==> config.mk <==
export PLATFORM = sky130hd
export DESIGN_NAME = cat_front
export DESIGN_NICKNAME = d
export VERILOG_FILES = /design/src/rtl/core/cat_pkg.sv /design/src/rtl/core/cat_front.sv
export SDC_FILE = /design/constraint.sdc
export NUM_CORES = 1
export LEC_CHECK = 0
export BUFFER_PORTS_ARGS = -buffer_cell sky130_fd_sc_hd__buf_2
export CORE_ASPECT_RATIO = 0.5
export CORE_UTILIZATION = 48
export CTS_BUF_LIST = sky130_fd_sc_hd__clkbuf_4 sky130_fd_sc_hd__clkbuf_8
export DETAILED_ROUTE_END_ITERATION = 8
export GPL_ROUTABILITY_DRIVEN = 0
export GPL_TIMING_DRIVEN = 1
export PLACE_DENSITY = 0.87
export SYNTH_ARGS = -nofsm -noshare
export SYNTH_HDL_FRONTEND = slang
export SYNTH_SLANG_ARGS = --single-unit
==> constraint.sdc <==
create_clock -name clk -period 3 [get_ports clk]
set_input_delay 0.15 -clock clk [delete_from_list [all_inputs] [get_ports clk]]
set_output_delay 0.15 -clock clk [all_outputs]
set_load 0.03 [all_outputs]
==> src/rtl/core/cat_pkg.sv <==
package cat_pkg;

  localparam int MAX_NODES  = 4096;
  localparam int NODE_BITS  = $clog2(MAX_NODES);
  localparam int COORD_BITS = 10;

  // port field widths
  localparam int IN_NODE_W   = 12;
  localparam int IN_COORD_W  = 10;
  localparam int IN_TDATA_W  = 72;
  localparam int OUT_TDATA_W = 200;
  localparam int AREA_W      = 31;
  localparam int VOL_W       = 31;
  localparam int DIAG_W      = 22;
  localparam int INER_W      = 60;
  localparam int MEAN_W      = 18;

  // record fields
  localparam int CNT_W  = 31;
  localparam int SUM_W  = COORD_BITS + 30;
  localparam int R2_W   = 2 * COORD_BITS + 32;
  localparam int EXT_W  = COORD_BITS + 1;
  localparam int HALF_W = (SUM_W + 1) / 2;
  localparam logic [CNT_W-1:0] AREA_MAX = CNT_W'(31'h4000_0000);

  // count / 6 as a reciprocal multiply, exact for counts below 2^32
  localparam logic [31:0] RECIP6    = 32'hAAAA_AAAB;
  localparam int          RECIP6_SH = 34;

  // divider
  localparam int DVD_W       = 2 * SUM_W + 2;
  localparam int DSR_W       = CNT_W + 2;
  localparam int STEP_W      = $clog2(DVD_W + 1);
  localparam int F_STEPS     = DSR_W + 9;
  localparam int MEAN_STEPS  = SUM_W + 8;

  typedef enum logic [2:0] {
    REQ_NEW   = 3'd0,
    REQ_ADD   = 3'd1,
    REQ_MERGE = 3'd2,
    REQ_CLONE = 3'd3,
    REQ_QUERY = 3'd4,
    REQ_NOP   = 3'd5
  } req_kind_t;

  typedef struct packed {
    req_kind_t              kind;
    logic [NODE_BITS-1:0]   target;
    logic [NODE_BITS-1:0]   first;
    logic [NODE_BITS-1:0]   second;
    logic [COORD_BITS-1:0]  x;
    logic [COORD_BITS-1:0]  y;
    logic [COORD_BITS-1:0]  z;
  } req_t;

  typedef struct packed {
    logic [CNT_W-1:0]      cnt;
    logic [SUM_W-1:0]      sx;
    logic [SUM_W-1:0]      sy;
    logic [SUM_W-1:0]      sz;
    logic [R2_W-1:0]       r2;
    logic [COORD_BITS-1:0] lox;
    logic [COORD_BITS-1:0] loy;
    logic [COORD_BITS-1:0] loz;
    logic [COORD_BITS-1:0] hix;
    logic [COORD_BITS-1:0] hiy;
    logic [COORD_BITS-1:0] hiz;
  } rec_t;

  typedef struct packed {
    logic [MEAN_W-1:0] mz;
    logic [MEAN_W-1:0] my;
    logic [MEAN_W-1:0] mx;
    logic [INER_W-1:0] inertia;
    logic [DIAG_W-1:0] diag;
    logic [VOL_W-1:0]  vol;
    logic [AREA_W-1:0] area;
  } result_t;

  typedef struct packed {
    logic              start;
    logic [DVD_W-1:0]  dvd;
    logic [DSR_W-1:0]  dsr;
    logic [STEP_W-1:0] steps;
  } div_req_t;

  typedef struct packed {
    logic             done;
    logic [DVD_W-1:0] quot;
    logic [DSR_W-1:0] rem;
  } div_rsp_t;

  typedef enum logic [3:0] {
    S_IDLE, S_RDA, S_RDB, S_EXEC, S_VOL, S_VOL2, S_SQ, S_SQ_END,
    S_DIV_GO, S_DIV_WAIT, S_NUM, S_W, S_FIN, S_DONE
  } back_state_t;

  typedef enum logic [2:0] {
    D_S2, D_F, D_MX, D_MY, D_MZ
  } div_op_t;

endpackage

==> src/rtl/core/cat_front.sv <==
module cat_front (
  input  logic                           clk,
  input  logic                           rst_n,
  input  logic                           in_tvalid,
  output logic                           in_tready,
  input  logic [cat_pkg::IN_TDATA_W-1:0] in_tdata,
  input  logic [2:0]                     in_tuser,
  output logic                           head_valid,
  output cat_pkg::req_t                  head,
  input  logic                           pop
);
  import cat_pkg::*;

  req_t                  q_r [2];
  logic                  wp_r, rp_r;
  logic [1:0]            cnt_r;
  req_t                  dec;
  logic [IN_NODE_W-1:0]  t_raw, f_raw, s_raw;
  logic [IN_COORD_W-1:0] x_raw, y_raw, z_raw;
  logic                  push, do_pop;

  assign t_raw = in_tdata[IN_NODE_W-1:0];
  assign f_raw = in_tdata[2*IN_NODE_W-1:IN_NODE_W];
  assign s_raw = in_tdata[3*IN_NODE_W-1:2*IN_NODE_W];
  assign x_raw = in_tdata[3*IN_NODE_W+IN_COORD_W-1:3*IN_NODE_W];
  assign y_raw = in_tdata[3*IN_NODE_W+2*IN_COORD_W-1:3*IN_NODE_W+IN_COORD_W];
  assign z_raw = in_tdata[3*IN_NODE_W+3*IN_COORD_W-1:3*IN_NODE_W+2*IN_COORD_W];

  always_comb begin
    if (in_tuser > 3'(REQ_QUERY)) begin
      dec.kind = REQ_NOP;
    end else begin
      dec.kind = req_kind_t'(in_tuser);
    end
    dec.target = t_raw[NODE_BITS-1:0];
    dec.first  = f_raw[NODE_BITS-1:0];
    dec.second = s_raw[NODE_BITS-1:0];
    dec.x      = x_raw[COORD_BITS-1:0];
    dec.y      = y_raw[COORD_BITS-1:0];
    dec.z      = z_raw[COORD_BITS-1:0];
  end

  assign in_tready  = (cnt_r != 2'd2);
  assign push       = in_tvalid & in_tready;
  assign head_valid = (cnt_r != 2'd0);
  assign do_pop     = pop & head_valid;
  assign head       = q_r[rp_r];

  always_ff @(posedge clk) begin
    if (!rst_n) begin
      wp_r  <= 1'b0;
      rp_r  <= 1'b0;
      cnt_r <= 2'd0;
    end else begin
      if (push) wp_r <= ~wp_r;
      if (do_pop) rp_r <= ~rp_r;
      cnt_r <= cnt_r + 2'(push) - 2'(do_pop);
    end
  end

  always_ff @(posedge clk) begin
    if (push) q_r[wp_r] <= dec;
  end

endmodule

==> results.py <==
metrics = {
    "sta": {
        "fin_crit_sh": 0.741,
        "fin_worst_skew_ns": 0.0101,
        "setup_viol": 0,
        "holdWs_ns": 0.0550,
        "slew_viol_final": 0,
        "fmax_mhz": 450,
        "worst_slack_ns": 0.776,
        "finalHoldViolations": 0,
        "fin_tns_setup_ns": 0,
        "worst_pin_slew_ns": 0.742,
        "slew_headroom": 0.505,
        "fin_crit_ns": 2.22,
        "grt_setup_unrepaired": "no",
    },
    "place": {
        "place_inst": 527,
        "dpl.hpwl_um": 6340,
        "numPortBuffers": 143,
        "pre_cts_slack_ns": 1.07,
        "post_dp_cell_area_mm2": 0.00618,
    },
    "synth": {
        "synth.cell_area_mm2": 0.00528,
        "yosysTopAreaCell": "edfxtp_1",
        "synth_compound_area_frac": 0.00972,
        "synth.distinct_cells": 27,
        "synth_top_family_by_area": "multiplexers",
        "synthTopCellsByArea": "edfxtp_1, mux2_2, dfxtp_1",
        "synth_xor_area_frac": 0.00166,
        "yosys.area_share.adder": 0.00237,
        "synth.area.mux_share": 0.151,
        "avgSynthCellArea_um2": 21.3,
        "yosys_warnings": 0,
        "ys_ff_latch": 143,
        "ys_seq_area_frac": 0.804,
        "synthSimpleGateAreaFrac": 0.0175,
        "synth.top_cell.area_share": 0.785,
        "syn-instance-count": 248,
        "synth_nets": 328,
    },
    "floorplanning": {
        "die_w_um": 150,
        "start_util": 0.506,
        "io_pins": 150,
        "core-area_mm2": 0.0104,
        "dieArea_mm2": 0.0114,
        "row_count": 26,
        "dieHeight_um": 76.2,
    },
    "critical_path": {
        "endpoint": "head[26]",
        "cp.depth": 3,
        "crit_arrival_ns": 2.07,
        "critPathTopFamily": "flip-flops",
        "rrSetupSlack_ns": 1.05,
        "path_class": "reg2out",
        "cp_max_fo": 50,
        "crit_required_ns": 2.85,
        "crit_slowest_cell": "dfxtp_2",
        "endpoint_kind": "output port",
        "cp_num_buf_inv": 2,
        "max_stage_delay_ns": 0.68,
        "crit_chain": "buf_12 -> mux2_2 -> buf_2",
        "cp-start-kind": "flip-flop",
        "r2r-start": "cnt_r[0]$_SDFF_PN0_",
        "r2r_cells": 3,
        "r2r-end": "q_r[1][18]$_DFFE_PP_",
    },
    "detailed_routing": {
        "ant_nets": 0,
        "drt_iter0_markers": 170,
        "vias": 3130,
        "routed_wl_um": 11900,
        "wire_per_inst_um": 18.9,
        "dr.pass1.iters": 4,
        "drt-vias-per-instance": 4.98,
        "drc_errors": 0,
    },
    "global_routing": {
        "grt_pass1_wl_um": 17800,
        "grt.overflow.total": 0,
        "grt_pass1_vias": 3338,
        "grt_max_degree": 51,
        "grt_util_all_layers": 0.216,
        "antenna_found_initial": 0,
    },
    "final_layout": {
        "final_net_count": 555,
        "final_cells": 628,
        "final_core_util": 0.698,
        "layout-drive-gt1-share": 0.515,
        "nFillCells": 645,
        "area_growth_pct": 38.1,
        "final_cell_area_mm2": 0.00729,
        "layout_commonest_cell": "buf_2",
        "most-common-layout-cells": "buf_2, edfxtp_1, dlygate4sd3_1, mux2_2, clkbuf_8",
    },
    "cts": {
        "cts_tree": "built",
        "htree_num_levels": 4,
        "clock_sinks": 143,
        "clkLatencyLatePin_ns": 0.42,
        "ctsResizeCount": 0,
        "clkSlewWorstSetupHoldPaths_ns": 0.07,
        "cts_buffers": 17,
        "clockRootBuffer": "clkbuf_8",
        "postCtsSetupBuffers": 0,
        "clockBufferDepth": 2,
        "ctsHoldBuffers": 69,
    },
    "power_and_ir_drop": {
        "combPwrFrac": 0.265,
        "p_sw_mw": 1.68,
        "switching_share": 0.299,
        "p_leak_nw": 2.79,
        "ir_worst_vdd_mv": 0.429,
        "p_int_mw": 3.93,
        "total_power_mw": 5.61,
        "p_seq_frac": 0.449,
        "powerDensity_mw_per_mm2": 770,
        "p_clk_frac": 0.286,
    },
    "flow_run": {
        "max_cap_viol_count": 0,
    },
    "hold_path": {
        "hold_path_class": "in2reg",
    },
    "run_status": {
        "status": "finished, final reports clean",
    },
}
cell usage after synthesis:
| cell | instances |
|---|---|
| nand2b_1 | 1 |
| o21ai_0 | 2 |
| nand3_1 | 1 |
| and3_1 | 2 |
| or2_2 | 1 |
| inv_1 | 2 |
| dfxtp_1 | 5 |
| a21oi_1 | 1 |
| nor4bb_1 | 1 |
| nand3b_1 | 1 |
| mux2_4 | 6 |
| nor2b_1 | 2 |
| a21o_1 | 1 |
| buf_6 | 3 |
| mux2_2 | 63 |
| edfxtp_1 | 138 |
| xor2_1 | 1 |
| nor2_1 | 4 |
| ha_1 | 1 |
| and2_1 | 1 |
| o31a_1 | 1 |
| clkbuf_1 | 1 |
| nor4_1 | 1 |
| o21ba_2 | 1 |
| buf_2 | 5 |
| nor3_1 | 1 |
| a21bo_2 | 1 |
power by group through the flow:
stage	Sequential (mW)	Clock (mW)	Combinational, mW
4_1_cts	2.52	1.62	1.47
3_5_place_dp	2.56	0	1.38
5_1_grt	2.54	1.71	1.56
3_3_place_gp	2.54	0	1.37
6_report	2.52	1.60	1.49
2_1_floorplan	2.51	0	1.05
metal layers:
metal	vias up	GRT usage	wire, µm
met5	-	0	0
met2	111	0.399	6550
met3	39	0.0425	416
li1	1431	-	-
met1	1549	0.230	4400
met4	0	0.124	505
final cells by class:
class                   count  area [µm²]  area share
well taps                 140         175      0.0240
clock buffers              22         272      0.0372
flip-flops and latches    143        4250       0.582
multi-input cells          94         966       0.132
repair buffers            217        1480       0.203
inverters                   2        7.51     0.00103
clock inverters             9         141      0.0194
diodes                      1        2.50    0.000343
registers in the layout (all words and copies together), names as in the netlist, named ones only:
register  count
rp_r          1
cnt_r         2
wp_r          1
q_r         138
how the worst min path moves through the flow:
stage	from	end	cells past startpoint
2_1_floorplan	in_tdata[56]	q_r[0][0]$_DFFE_PP_	0
4_1_cts	in_tuser[1]	q_r[0][66]$_DFFE_PP_	2
3_5_place_dp	in_tdata[22]	q_r[1][52]$_DFFE_PP_	1
5_1_grt	in_tuser[1]	q_r[1][66]$_DFFE_PP_	2
6_report	in_tuser[1]	q_r[1][66]$_DFFE_PP_	2
3_3_place_gp	in_tdata[20]	q_r[0][50]$_DFFE_PP_	1
worst reg2reg max path: cells and delay by family, from the launching register on:
kind / cells / cell delay (ns)
simple gates: 2 / 0.89
flops: 1 / 0.41
buf+inv: 1 / 0.32
cell families after synthesis:
kind of cell	count (synthesis)
multiplexers	69
flip-flops	143
buffers and inverters	11
AND/OR/NAND/NOR	16
XOR/XNOR	1
AO/OA/AOI/OAI	7
adder cells (fa/ha/maj)	1
Note: power is estimated with default switching activity, not from simulation.
