**src/rtl/core/cat_pkg.sv**
```systemverilog
package cat_pkg;

  localparam int MAX_NODES  = 4096;
  localparam int NODE_BITS  = $clog2(MAX_NODES);
  localparam int COORD_BITS = 10;

  // port field widths
  localparam int IN_NODE_W   = 12;
  localparam int IN_COORD_W  = 10;
  localparam int IN_TDATA_W  = 72;
  localparam int OUT_TDATA_W = 200;
  localparam int AREA_W      = 31;
  localparam int VOL_W       = 31;
  localparam int DIAG_W      = 22;
  localparam int INER_W      = 60;
  localparam int MEAN_W      = 18;

  // record fields
  localparam int CNT_W  = 31;
  localparam int SUM_W  = COORD_BITS + 30;
  localparam int R2_W   = 2 * COORD_BITS + 32;
  localparam int EXT_W  = COORD_BITS + 1;
  localparam int HALF_W = (SUM_W + 1) / 2;
  localparam logic [CNT_W-1:0] AREA_MAX = CNT_W'(31'h4000_0000);

  // count / 6 as a reciprocal multiply, exact for counts below 2^32
  localparam logic [31:0] RECIP6    = 32'hAAAA_AAAB;
  localparam int          RECIP6_SH = 34;

  // divider
  localparam int DVD_W       = 2 * SUM_W + 2;
  localparam int DSR_W       = CNT_W + 2;
  localparam int STEP_W      = $clog2(DVD_W + 1);
  localparam int F_STEPS     = DSR_W + 9;
  localparam int MEAN_STEPS  = SUM_W + 8;

  typedef enum logic [2:0] {
    REQ_NEW   = 3'd0,
    REQ_ADD   = 3'd1,
    REQ_MERGE = 3'd2,
    REQ_CLONE = 3'd3,
    REQ_QUERY = 3'd4,
    REQ_NOP   = 3'd5
  } req_kind_t;

  typedef struct packed {
    req_kind_t              kind;
    logic [NODE_BITS-1:0]   target;
    logic [NODE_BITS-1:0]   first;
    logic [NODE_BITS-1:0]   second;
    logic [COORD_BITS-1:0]  x;
    logic [COORD_BITS-1:0]  y;
    logic [COORD_BITS-1:0]  z;
  } req_t;

  typedef struct packed {
    logic [CNT_W-1:0]      cnt;
    logic [SUM_W-1:0]      sx;
    logic [SUM_W-1:0]      sy;
    logic [SUM_W-1:0]      sz;
    logic [R2_W-1:0]       r2;
    logic [COORD_BITS-1:0] lox;
    logic [COORD_BITS-1:0] loy;
    logic [COORD_BITS-1:0] loz;
    logic [COORD_BITS-1:0] hix;
    logic [COORD_BITS-1:0] hiy;
    logic [COORD_BITS-1:0] hiz;
  } rec_t;

  typedef struct packed {
    logic [MEAN_W-1:0] mz;
    logic [MEAN_W-1:0] my;
    logic [MEAN_W-1:0] mx;
    logic [INER_W-1:0] inertia;
    logic [DIAG_W-1:0] diag;
    logic [VOL_W-1:0]  vol;
    logic [AREA_W-1:0] area;
  } result_t;

  typedef struct packed {
    logic              start;
    logic [DVD_W-1:0]  dvd;
    logic [DSR_W-1:0]  dsr;
    logic [STEP_W-1:0] steps;
  } div_req_t;

  typedef struct packed {
    logic             done;
    logic [DVD_W-1:0] quot;
    logic [DSR_W-1:0] rem;
  } div_rsp_t;

  typedef enum logic [3:0] {
    S_IDLE, S_RDA, S_RDB, S_EXEC, S_VOL, S_VOL2, S_SQ, S_SQ_END,
    S_DIV_GO, S_DIV_WAIT, S_NUM, S_W, S_FIN, S_DONE
  } back_state_t;

  typedef enum logic [2:0] {
    D_S2, D_F, D_MX, D_MY, D_MZ
  } div_op_t;

endpackage

```
**src/rtl/core/cat_div.sv**
```systemverilog
module cat_div (
  input  logic              clk,
  input  logic              rst_n,
  input  cat_pkg::div_req_t req,
  output cat_pkg::div_rsp_t rsp
);
  import cat_pkg::*;

  logic              busy_r, done_r;
  logic [STEP_W-1:0] cnt_r;
  logic [DVD_W-1:0]  dvd_r;
  logic [DSR_W-1:0]  rem_r, dsr_r, rem_nxt;
  logic [DSR_W:0]    rem_sh;
  logic              ge;

  // restoring divide, one quotient bit per cycle shifted in at the bottom
  assign rem_sh  = {rem_r, dvd_r[DVD_W-1]};
  assign ge      = rem_sh >= {1'b0, dsr_r};
  assign rem_nxt = ge ? DSR_W'(rem_sh - {1'b0, dsr_r}) : rem_sh[DSR_W-1:0];

  always_ff @(posedge clk) begin
    if (!rst_n) begin
      busy_r <= 1'b0;
      done_r <= 1'b0;
    end else begin
      done_r <= 1'b0;
      if (req.start) begin
        busy_r <= 1'b1;
      end else if (busy_r && cnt_r == STEP_W'(1)) begin
        busy_r <= 1'b0;
        done_r <= 1'b1;
      end
    end
  end

  always_ff @(posedge clk) begin
    if (req.start) begin
      cnt_r <= req.steps;
      dvd_r <= req.dvd;
      dsr_r <= req.dsr;
      rem_r <= '0;
    end else if (busy_r) begin
      cnt_r <= cnt_r - STEP_W'(1);
      dvd_r <= {dvd_r[DVD_W-2:0], ge};
      rem_r <= rem_nxt;
    end
  end

  assign rsp.done = done_r;
  assign rsp.quot = dvd_r;
  assign rsp.rem  = rem_r;

endmodule

```
**config.mk**
```make
export PLATFORM = sky130hd
export DESIGN_NAME = cat_div
export DESIGN_NICKNAME = d
export VERILOG_FILES = /design/src/rtl/core/cat_pkg.sv /design/src/rtl/core/cat_div.sv
export SDC_FILE = /design/constraint.sdc
export NUM_CORES = 1
export LEC_CHECK = 0
export BUFFER_PORTS_ARGS = -buffer_cell sky130_fd_sc_hd__buf_2
export CAP_MARGIN = 20
export CORE_MARGIN = 2
export CORE_UTILIZATION = 45
export CTS_CLUSTER_DIAMETER = 150
export DETAILED_ROUTE_END_ITERATION = 16
export HOLD_SLACK_MARGIN = 0.15
export PLACE_DENSITY = 0.72
export SLEW_MARGIN = 15
export SYNTH_ARGS = -nofsm -noshare
export SYNTH_HDL_FRONTEND = slang
export SYNTH_SLANG_ARGS = --single-unit
```
**constraint.sdc**
```tcl
create_clock -name clk -period 6.25 [get_ports clk]
set_input_delay 0.9375 -clock clk [delete_from_list [all_inputs] [get_ports clk]]
set_output_delay 0.9375 -clock clk [all_outputs]
set_load 0.05 [all_outputs]
```
==> results.md, run 1 <==
* WP data required at 6440 ps
* Crit-path max FO at 27
* Pre-antenna DRT Iters at 6
* Post-Synth Adder-Cell Area at 5.451%
* Largest net degree at the start of global routing at 62
* H-tree level count at 4
* Clock root cell: clkbuf_16
* Synth Area in Compound Gates at about 14%
* Layout net count at 1,102
* Sequential element share of the synthesized area at 51.95%
* Die Ht at between 100 and 150 µm
* Type of the worst setup path: reg2reg
* Syn. warnings at 0
* Final hold violations at 0
* # IOs at about 240
* Worst hold-check path type: reg2reg
* EDFF count, synth at ~120
* Layout cells sized above 1 at between 40% and 50%
* Crit. End Element: register
* First-pass GRT wire length at between 30 and 40 mm
* Result of the run: finished clean
* Met2 usage at about a third
* Multiplexer area fraction after synthesis at 10.99%
* Fmax at slightly above 0.3 GHz
* Slew of the pin with the lowest slew margin at ~940 ps
* Met1 usage at between 20% and 30%
* Clock period minus final worst setup slack at between 3000 and 4000 ps
* Area Overhead vs Synth at 23.34%
* Static Leakage at about 4.4 nW
* Arrival @ worst endpoint at 3410 ps
* # rows at 49
* RD Place Congestion at between 0.8 and 0.9
* Dpl ws at 2973 ps
* CTS tree: yes
* Post-route core utilization at 57.09%
* Syn Area/Cell at 11.82 µm²
* Post-CTS Hold Fix Bufs at 0
* Area leader, netlist: edfxtp_1
* Power density over cell area at between 300 and 400 nW/µm²
* Power consumption at around 3.2 mW
* Setup WS post-layout at approximately 3000 ps
* Distinct cells, synth at 56
* FFs w/ async S/R, synth at 0%
* Max-cap viol count at 0
* Vias at slightly above 6,000
* RSZ-0062 raised after global routing: false
* Worst clock skew at ~15 ps
* Initial core utilization at between 40% and 50%
* Yosys top cell area share at 43.61%
* Setup bufs post-CTS at 0
* Post-Syn Nets at 872
* Crit path cell chain: inv_1 -> ha_1 -> inv_1 -> fa_1 -> a21oi_1 -> o211ai_1 -> nand3_1 -> nand4b_1 -> nand2_4 -> a41oi_4 -> buf_4 -> mux2_2
* Die Width at ~140 µm
* # resized after CTS at 0
* PortBufs at 240
* Period utilisation layout at approximately half
* DRC viols at 0
* Sink Count at between 150 and 200
* Synth Area in XOR/XNOR at between 3 and 4%
* GRT Util Overall at 20.49%
* Vias in the first global route at about 6,100
* Synthesized area at 8401 µm²
* Simple-Gate Fraction of Synth Area at 10.04%
* Initial DRC Count at just over 300
* Synth Instances at a little over 700
* Clk_lat worst skew at approximately 440 ps
* FF+latch count, synth at between 150 and 200
* HPWL Detailed at 14.78 mm
* Peak supply drop at a little over 0.0002 V
* Final Setup Violations at 0
* Cell mode on critical path: inv_1
* Met3 Track Usage GR at a little over 7%
* Critical path's slowest cell: edfxtp_1
* Setup TNS at 0 ps
* Worst-path clk slew at around 70 ps
* Top FF cell, synth: edfxtp_1
* DR vias/cell at ~5.2
* Routed len/inst at between 15 and 20 µm
* Critical Path Source Type: register
* Die ar. at roughly 20,000 µm²
* CTS max path bufs at 2
* CTS Buf Count at 17
* Largest family of logic cells by synthesized area: compound AO/OA/AOI/OAI gates
* Rel. slew slack at 37.49%
* Initial antenna violation count at 2
* Hold slack at approximately 530 ps
* Slew Viols, Final at 0
* Post-synth top cells: edfxtp_1, mux2_2, nand2_1
* Top cells by area, synth: edfxtp_1, mux2_2, dfxtp_1
* GR peak layer: met2
* Core area at about 18,000 µm²
* Count leader, synth: edfxtp_1
* Crit-path max cell delay at between 400 and 500 ps
* Grt total ovfl at 0
* Final WL at approximately 20 mm
* Antenna Nets Post-Route at 0
layout by cell type (no fill, tap or decap), drive strengths merged, types with 13 or more instances in the layout:
| cell | Yosys | layout |
|---|---|---|
| clkbuf | 23 | 17 |
| xnor2 | 24 | 24 |
| nand3 | 13 | 13 |
| nand2 | 82 | 82 |
| mux2 | 82 | 82 |
| dfxtp | 35 | 35 |
| buf | 11 | 245 |
| a21oi | 43 | 43 |
| nor2 | 48 | 48 |
| inv | 43 | 48 |
| edfxtp | 122 | 122 |
| ha | 35 | 35 |
| o21ai | 33 | 33 |
| a311oi | 25 | 25 |
critical path: cells and delay by family, from the launching register on:
kind | cells | cell delay [ps]
muxes | 1 | 300
AOI/OAI and AO/OA | 3 | 610
DFF | 1 | 410
and+or+nand+nor | 3 | 620
adders and majority gates | 2 | 550
buffers and inverters | 3 | 460
cell families (layout without fill, tap and decap cells):
logic type / count (synthesis) / in the layout
other: 0 / 1
AOI/OAI and AO/OA: 147 / 147
DFF: 157 / 157
xor gates and xnor gates: 35 / 35
buffers and inverters: 77 / 320
and+or+nand+nor: 177 / 177
adders and majority gates: 36 / 36
muxes: 82 / 82
state kept, by name, summed over array words and instances (netlist names):
register  flops
done_r        1
busy_r        1
rem_r        33
dsr_r        33
dvd_r        82
cnt_r         7
report_power, final:
part           leakage (nW)  internal, mW  switching [mW]
logic                  2.58         0.257           0.542
registers              1.51          1.24          0.0619
clock network         0.294         0.544           0.511
total                  4.38          2.04            1.11
final timing paths:
check                   end      start  cells past startpoint  slack, ps
setup / recovery   dvd_r[0]  dvd_r[81]                     12       3030
hold reg to reg   rem_r[22]  rem_r[21]                      2        530
hold / removal    rem_r[22]  rem_r[21]                      2        530
setup reg to reg   dvd_r[0]  dvd_r[81]                     12       3030
stage by stage:
stage	cell area, µm²	std cells
global route	10360	1183
global placement	9746	1151
finish	10360	1184
floorplan	8401	711
detailed placement	9746	1151
CTS	10360	1183
layout make-up:
| class | count | area [µm²] |
|---|---|---|
| diodes | 1 | 2.502 |
| clock buffers | 17 | 425.4 |
| clock inverters | 15 | 187.7 |
| fillers | 1560 | 7786 |
| inverters | 43 | 162.7 |
| multi-input cells | 477 | 3686 |
| flip-flops and latches | 157 | 4365 |
| well taps | 229 | 286.5 |
| repair buffers | 245 | 1245 |
per-layer routing:
metal	wire length (µm)	vias up
met2	10040	192
met3	1462	28
met4	330	4
met1	8429	2891
li1	-	3067
met5	24	-
Power figures use the tool's default switching activity.
==> run 2, diff against run 1 <==
Settings changed: PLACE_DENSITY 0.72 to 0.74.
Clock period 6.25 ns to 2.9 ns, I/O delays scaled along.
==> results.md, run 2 (synthesis gave the netlist of run 1 again) <==
* FF/Latch Area at 4368 µm² (was 4365 µm²)
* P_int at 4.483 mW (was 2.044 mW)
* Max layer used: met5 (unchanged)
* Worst r2r path cells at 13 (was 12)
* Pre-antenna DRT Iters at 5 (was 6)
* Crit-path max cell delay at 420 ps (was 410 ps)
* Die ar. at 19,780 µm² (unchanged)
* DR vias/cell at 5.343 (was 5.221)
* Static Leakage at 4.576 nW (was 4.383 nW)
* Core area at 18,150 µm² (unchanged)
* Net Sw Frac at 35.24% (was 35.28%)
* # IOs at 241 (unchanged)
* Die Width at 140.6 µm (unchanged)
* Worst Hold Path Cells at 1 (was 2)
* Worst setup path startpoint: dvd_r[81] (unchanged)
* H-tree level count at 4 (unchanged)
* Final hold violations at 0 (unchanged)
* Met1 Wirelength at 8.894 mm (was 8.429 mm)
* Reg2Reg Setup Slack at 60 ps (was 3030 ps)
* Antenna Nets Post-Route at 0 (unchanged)
* CTS max path bufs at 2 (unchanged)
* Final Setup Violations at 0 (unchanged)
* Fmax at 0.3516 GHz (was 0.3102 GHz)
* WL met3 at 1.559 mm (was 1.462 mm)
* Crit. End Element: register (unchanged)
* Cell mode on critical path: buf_12 (was inv_1)
* RD Place Congestion at 0.9130 (was 0.8835)
* Critical Path Source Type: register (unchanged)
* Slew Viols, Final at 0 (unchanged)
* Commonest non-fill, non-tap cells in the layout: buf_2, edfxtp_1, mux2_2 (unchanged)
* Type of the worst setup path: reg2reg (unchanged)
* Clock root cell: clkbuf_16 (unchanged)
* Initial antenna violation count at 2 (unchanged)
* # rows at 49 (unchanged)
* DRC viols at 0 (unchanged)
* Period utilisation layout at 98.09% (was 51.59%)
* HPWL Detailed at 15.01 mm (was 14.78 mm)
* FF-to-FF Start: dvd_r[81] (unchanged)
* # fillers at 1,509 (was 1,560)
* Die Ht at 140.6 µm (unchanged)
* Multi-input combinational cell area at 3756 µm² (was 3686 µm²)
* Slew of the pin with the lowest slew margin at 966.6 ps (was 936.6 ps)
* Top flop regs: dvd_r (82), dsr_r (33), rem_r (33) (unchanged)
* Logic pwr share at 26.7% (was 25.3%)
* Worst clock skew at 17.54 ps (was 14.97 ps)
* Final WL at 21.43 mm (was 20.29 mm)
* Critical path's slowest cell: fa_2 (was edfxtp_1)
* RSZ-0062 raised after global routing: true (was false)
* Vias in the first global route at 6,436 (was 6,078)
* Crit-path max FO at 7 (was 27)
* HP Start: req[11] (was rem_r[21])
* CTS tree: yes (unchanged)
* Met2 WL at 10.45 mm (was 10.04 mm)
* GRT Util Overall at 21.06% (was 20.49%)
* Rel. slew slack at 35.56% (was 37.49%)
* Crit path cell chain: inv_1 -> ha_2 -> inv_2 -> fa_2 -> a21oi_4 -> o211ai_1 -> nand3_2 -> nand4b_1 -> nand2_4 -> a41oi_4 -> buf_12 -> buf_12 -> mux2_2 (was inv_1 -> ha_1 -> inv_1 -> fa_1 -> a21oi_1 -> o211ai_1 -> nand3_1 -> nand4b_1 -> nand2_4 -> a41oi_4 -> buf_4 -> mux2_2)
* PortBufs at 240 (unchanged)
* Switch Pwr at 2.440 mW (was 1.114 mW)
* Largest register by flop count: dvd_r (unchanged)
* Worst-path clk slew at 80 ps (was 70 ps)
* Clk_lat worst skew at 430 ps (was 440 ps)
* Vias at 6,508 (was 6,182)
* Grt total ovfl at 0 (unchanged)
* Worst path bufs/invs at 4 (was 3)
* Layout net count at 1,136 (was 1,102)
* Largest net degree at the start of global routing at 161 (was 62)
* Max reg flops at 82 (unchanged)
* Max-cap viol count at 0 (unchanged)
* Routed len/inst at 17.59 µm (was 17.14 µm)
* First-pass GRT wire length at 32.84 mm (was 31.42 mm)
* Critical path's top delay family: adder cells (was simple AND/OR/NAND/NOR gates)
* Dpl ws at -0.07061 ps (was 2973 ps)
* Layout cells sized above 1 at 46.96% (was 44.03%)
* Initial core utilization at 46.29% (unchanged)
* Setup WS post-layout at 55.48 ps (was 3026 ps)
* Peak supply drop at 0.0004192 V (was 0.0002075 V)
* Worst hold-check path type: in2reg (was reg2reg)
* Cell count along the critical path at 13 (was 12)
* Area Overhead vs Synth at 28.37% (was 23.34%)
* Sink Count at 157 (unchanged)
* Flop pwr share at 40.6% (was 41.3%)
* Clock period minus final worst setup slack at 2845 ps (was 3224 ps)
* Design area at 10,780 µm² (was 10,360 µm²)
* WP data required at 3080 ps (was 6440 ps)
* Clock power share at 32.8% (was 33.4%)
* Initial DRC Count at 405 (was 308)
* Commonest non-fill, non-tap cell in the layout: buf_2 (unchanged)
* Post-DP Area at 9910 µm² (was 9746 µm²)
* CTS Buf Count at 17 (unchanged)
* Arrival @ worst endpoint at 3020 ps (was 3410 ps)
* Power density over cell area at 642.0 nW/µm² (was 304.8 nW/µm²)
* Result of the run: finished clean (unchanged)
[run 2: layout make-up]
cell class | count | share of cell area, %
Tap cell | 229 | 2.657
Sequential cell | 157 | 40.50
Timing Repair Buffer | 277 | 14.76
Inverter | 43 | 1.531
Antenna cell | 1 | 0.02320
Clock buffer | 17 | 3.945
Clock inverter | 15 | 1.752
Multi-Input combinational cell | 479 | 34.83
[run 2: power by group through the flow]
stage	Sequential [mW]	Combinational, mW	Clock, mW
2_1_floorplan	3.38	0.789	0
3_3_place_gp	2.85	1.76	0
3_5_place_dp	2.85	1.78	0
4_1_cts	2.81	1.79	2.31
5_1_grt	2.84	1.97	2.40
6_report	2.81	1.85	2.27
[run 2: per-layer routing]
layer,vias up,track usage [%]
met5,-,0
met4,2,6.842
met3,37,7.711
met2,225,34.56
met1,3091,25.95
li1,3153,-
[run 2: stage by stage]
| step | util, % | TNS [ps] | power, mW | std cells | hold slack, ps |
|---|---|---|---|---|---|
| floorplan | - | 0 | 4.172 | 711 | 533.9 |
| global route | 59.41 | -309.0 | 7.216 | 1217 | 153.1 |
| detailed placement | 54.61 | -0.07061 | 4.634 | 1168 | 512.9 |
| CTS | 58.05 | 0 | 6.914 | 1201 | 160.3 |
| finish | 59.43 | 0 | 6.923 | 1218 | 173.8 |
| global placement | 54.61 | 0 | 4.611 | 1168 | 513.7 |
[run 2: worst paths after layout]
check             endpoint
hold / removal    dsr_r[4]
hold reg to reg   rem_r[2]
setup reg to reg  dvd_r[0]
setup / recovery  dvd_r[0]
[run 2: what timing repair did]
| action | 4_1_cts | 5_1_grt |
|---|---|---|
| endpoints found under the hold margin | 0 | 1 |
| buffers inserted | 0 | 11 |
| hold buffers | 0 | 1 |
| pin swaps | 1 | 13 |
| gates resized for setup | 0 | 14 |
| endpoints found under the setup margin | 3 | 34 |
| gates cloned | 1 | 3 |
==> run 3, diff against run 2 <==
Settings changed: CELL_PAD_IN_SITES_DETAIL_PLACEMENT set to 0, CELL_PAD_IN_SITES_GLOBAL_PLACEMENT set to 1, CORE_UTILIZATION 45 to 37, PLACE_DENSITY 0.74 to 0.78.
==> results.md, run 3 (synthesis gave the netlist of run 1 again) <==
* Post-CTS Hold Fix Bufs at 0 (unchanged)
* First-pass GRT wire length at 35.05 mm (was 32.84 mm)
* Period utilisation layout at 95.97% (was 98.09%)
* Die Width at 154.7 µm (was 140.6 µm)
* CTS Buf Count at 17 (unchanged)
* Worst hold-check path type: in2reg (unchanged)
* Crit path cell chain: inv_1 -> ha_1 -> or2_1 -> a21oi_1 -> nor3_2 -> o41a_1 -> nand2_4 -> a41oi_4 -> buf_12 -> mux2_2 (was inv_1 -> ha_2 -> inv_2 -> fa_2 -> a21oi_4 -> o211ai_1 -> nand3_2 -> nand4b_1 -> nand2_4 -> a41oi_4 -> buf_12 -> buf_12 -> mux2_2)
* Arrival @ worst endpoint at 2960 ps (was 3020 ps)
* Layout cells sized above 1 at 46.37% (was 46.96%)
* Slew of the pin with the lowest slew margin at 729.2 ps (was 966.6 ps)
* Initial antenna violation count at 7 (was 2)
* Die ar. at 23,930 µm² (was 19,780 µm²)
* Multi-input combinational cell area at 3742 µm² (was 3756 µm²)
* Worst clock skew at 11.66 ps (was 17.54 ps)
* PortBufs at 240 (unchanged)
* Vias at 6,368 (was 6,508)
* Result of the run: finished clean (unchanged)
* RD Place Congestion at 0.8066 (was 0.9130)
* Rel. slew slack at 50.97% (was 35.56%)
* Worst setup path startpoint: dsr_r[16] (was dvd_r[81])
* Static Leakage at 4.511 nW (was 4.576 nW)
* # rows at 55 (was 49)
* Peak supply drop at 0.0004314 V (was 0.0004192 V)
* Type of the worst setup path: reg2reg (unchanged)
* Core area at 22,430 µm² (was 18,150 µm²)
* Crit-path max cell delay at 500 ps (was 420 ps)
* Vias in the first global route at 6,483 (was 6,436)
* Largest net degree at the start of global routing at 118 (was 161)
* Max-cap viol count at 0 (unchanged)
* Setup TNS at 0 ps (unchanged)
* Commonest non-fill, non-tap cells in the layout: buf_2, edfxtp_1, mux2_2 (unchanged)
* Worst path bufs/invs at 2 (was 4)
* Initial DRC Count at 334 (was 405)
* FF-to-FF Start: dsr_r[16] (was dvd_r[81])
* H-tree level count at 4 (unchanged)
* Fmax at 0.3593 GHz (was 0.3516 GHz)
* GRT Util Overall at 18.88% (was 21.06%)
* DRC viols at 0 (unchanged)
* Clk_lat worst skew at 430 ps (about the same)
* Final WL at 22.24 mm (was 21.43 mm)
* Final hold violations at 0 (unchanged)
* # fillers at 2,107 (was 1,509)
* Final Setup Violations at 0 (unchanged)
* WP data required at 3080 ps (about the same)
* # IOs at 241 (unchanged)
* Critical path's top delay family: compound AO/OA/AOI/OAI gates (was adder cells)
* Die Ht at 154.7 µm (was 140.6 µm)
* Initial core utilization at 37.45% (was 46.29%)
* Commonest non-fill, non-tap cell in the layout: buf_2 (unchanged)
* Antenna Nets Post-Route at 0 (unchanged)
* Critical Path Source Type: register (unchanged)
* Largest register by flop count: dvd_r (unchanged)
* Worst-path clk slew at 70 ps (was 80 ps)
* Sink Count at 157 (unchanged)
* DR vias/cell at 5.038 (was 5.343)
* Area Overhead vs Synth at 27.63% (was 28.37%)
* CTS max path bufs at 2 (unchanged)
* FF/Latch Area at 4368 µm² (unchanged)
* Max reg flops at 82 (unchanged)
* RSZ-0062 raised after global routing: true (unchanged)
* CTS tree: yes (unchanged)
* HPWL Detailed at 16.29 mm (was 15.01 mm)
* Grt total ovfl at 0 (unchanged)
* Setup WS post-layout at 116.9 ps (was 55.48 ps)
* Top flop regs: dvd_r (82), dsr_r (33), rem_r (33) (unchanged)
* Layout net count at 1,125 (was 1,136)
* Power density over cell area at 654.0 nW/µm² (was 642.0 nW/µm²)
* Post-route core utilization at 47.79% (was 59.43%)
* Crit-path max FO at 19 (was 7)
* Critical path's slowest cell: o41a_1 (was fa_2)
* Routed len/inst at 17.60 µm (was 17.59 µm)
* Dpl ws at -27.90 ps (was -0.07061 ps)
* Clock root cell: clkbuf_16 (unchanged)
* Clock period minus final worst setup slack at 2783 ps (was 2845 ps)
* HP Start: req[38] (was req[11])
* Slew Viols, Final at 0 (unchanged)
* Crit. End Element: register (unchanged)
* Pre-antenna DRT Iters at 5 (unchanged)
[run 3: per-stage QoR]
stage / hold slack [ps] / instances / cell area [µm²] / total power [mW]
2_1_floorplan: 533.9 / 711 / 8417 / 4.172
3_3_place_gp: 512.9 / 1227 / 10000 / 4.631
3_5_place_dp: 514.1 / 1227 / 10000 / 4.647
4_1_cts: 156.8 / 1260 / 10660 / 7.068
5_1_grt: 153.2 / 1262 / 10720 / 7.318
6_report: 176.5 / 1264 / 10720 / 7.012
[run 3: per-layer routing]
layer | up-vias | part of all wire, % | GRT usage [%]
li1 | 3123 | - | -
met3 | 30 | 7.4 | 7.145
met1 | 3018 | 41 | 22.60
met4 | 10 | 2.0 | 5.908
met5 | - | 0.31 | 0
met2 | 187 | 49 | 31.55
[run 3: path summary, 6_finish.rpt]
check / to / slack (ps) / depth (start not counted)
worst max-delay path: dvd_r[0] / 120 / 10
worst min-delay path: dsr_r[31] / 180 / 1
worst max register to register: dvd_r[0] / 120 / 10
worst min register to register: rem_r[2] / 520 / 2
[run 3: area by class of cell]
| type | instances | share of cell area [%] |
|---|---|---|
| Antenna cell | 2 | 0.04668 |
| Clock buffer | 17 | 3.968 |
| Clock inverter | 15 | 1.972 |
| Inverter | 43 | 1.540 |
| Multi-Input combinational cell | 478 | 34.91 |
| Sequential cell | 157 | 40.74 |
| Tap cell | 285 | 3.326 |
| Timing Repair Buffer | 267 | 13.50 |
[run 3: power breakdown]
part           internal [mW]  leakage (nW)  total [mW]  switching, mW
combinational          0.604          2.70        1.81           1.21
sequential              2.68          1.51        2.81          0.129
clock                   1.26         0.304        2.39           1.13
total                   4.54          4.51        7.01           2.47
[run 3: timing repair]
| action | 4_1_cts | 5_1_grt |
|---|---|---|
| endpoints found under the setup margin | 26 | 34 |
| endpoints found under the hold margin | 0 | 0 |
| gates cloned | 1 | 0 |
| resized for setup | 1 | 11 |
| buffers inserted | 0 | 2 |
| pin swaps | 1 | 2 |
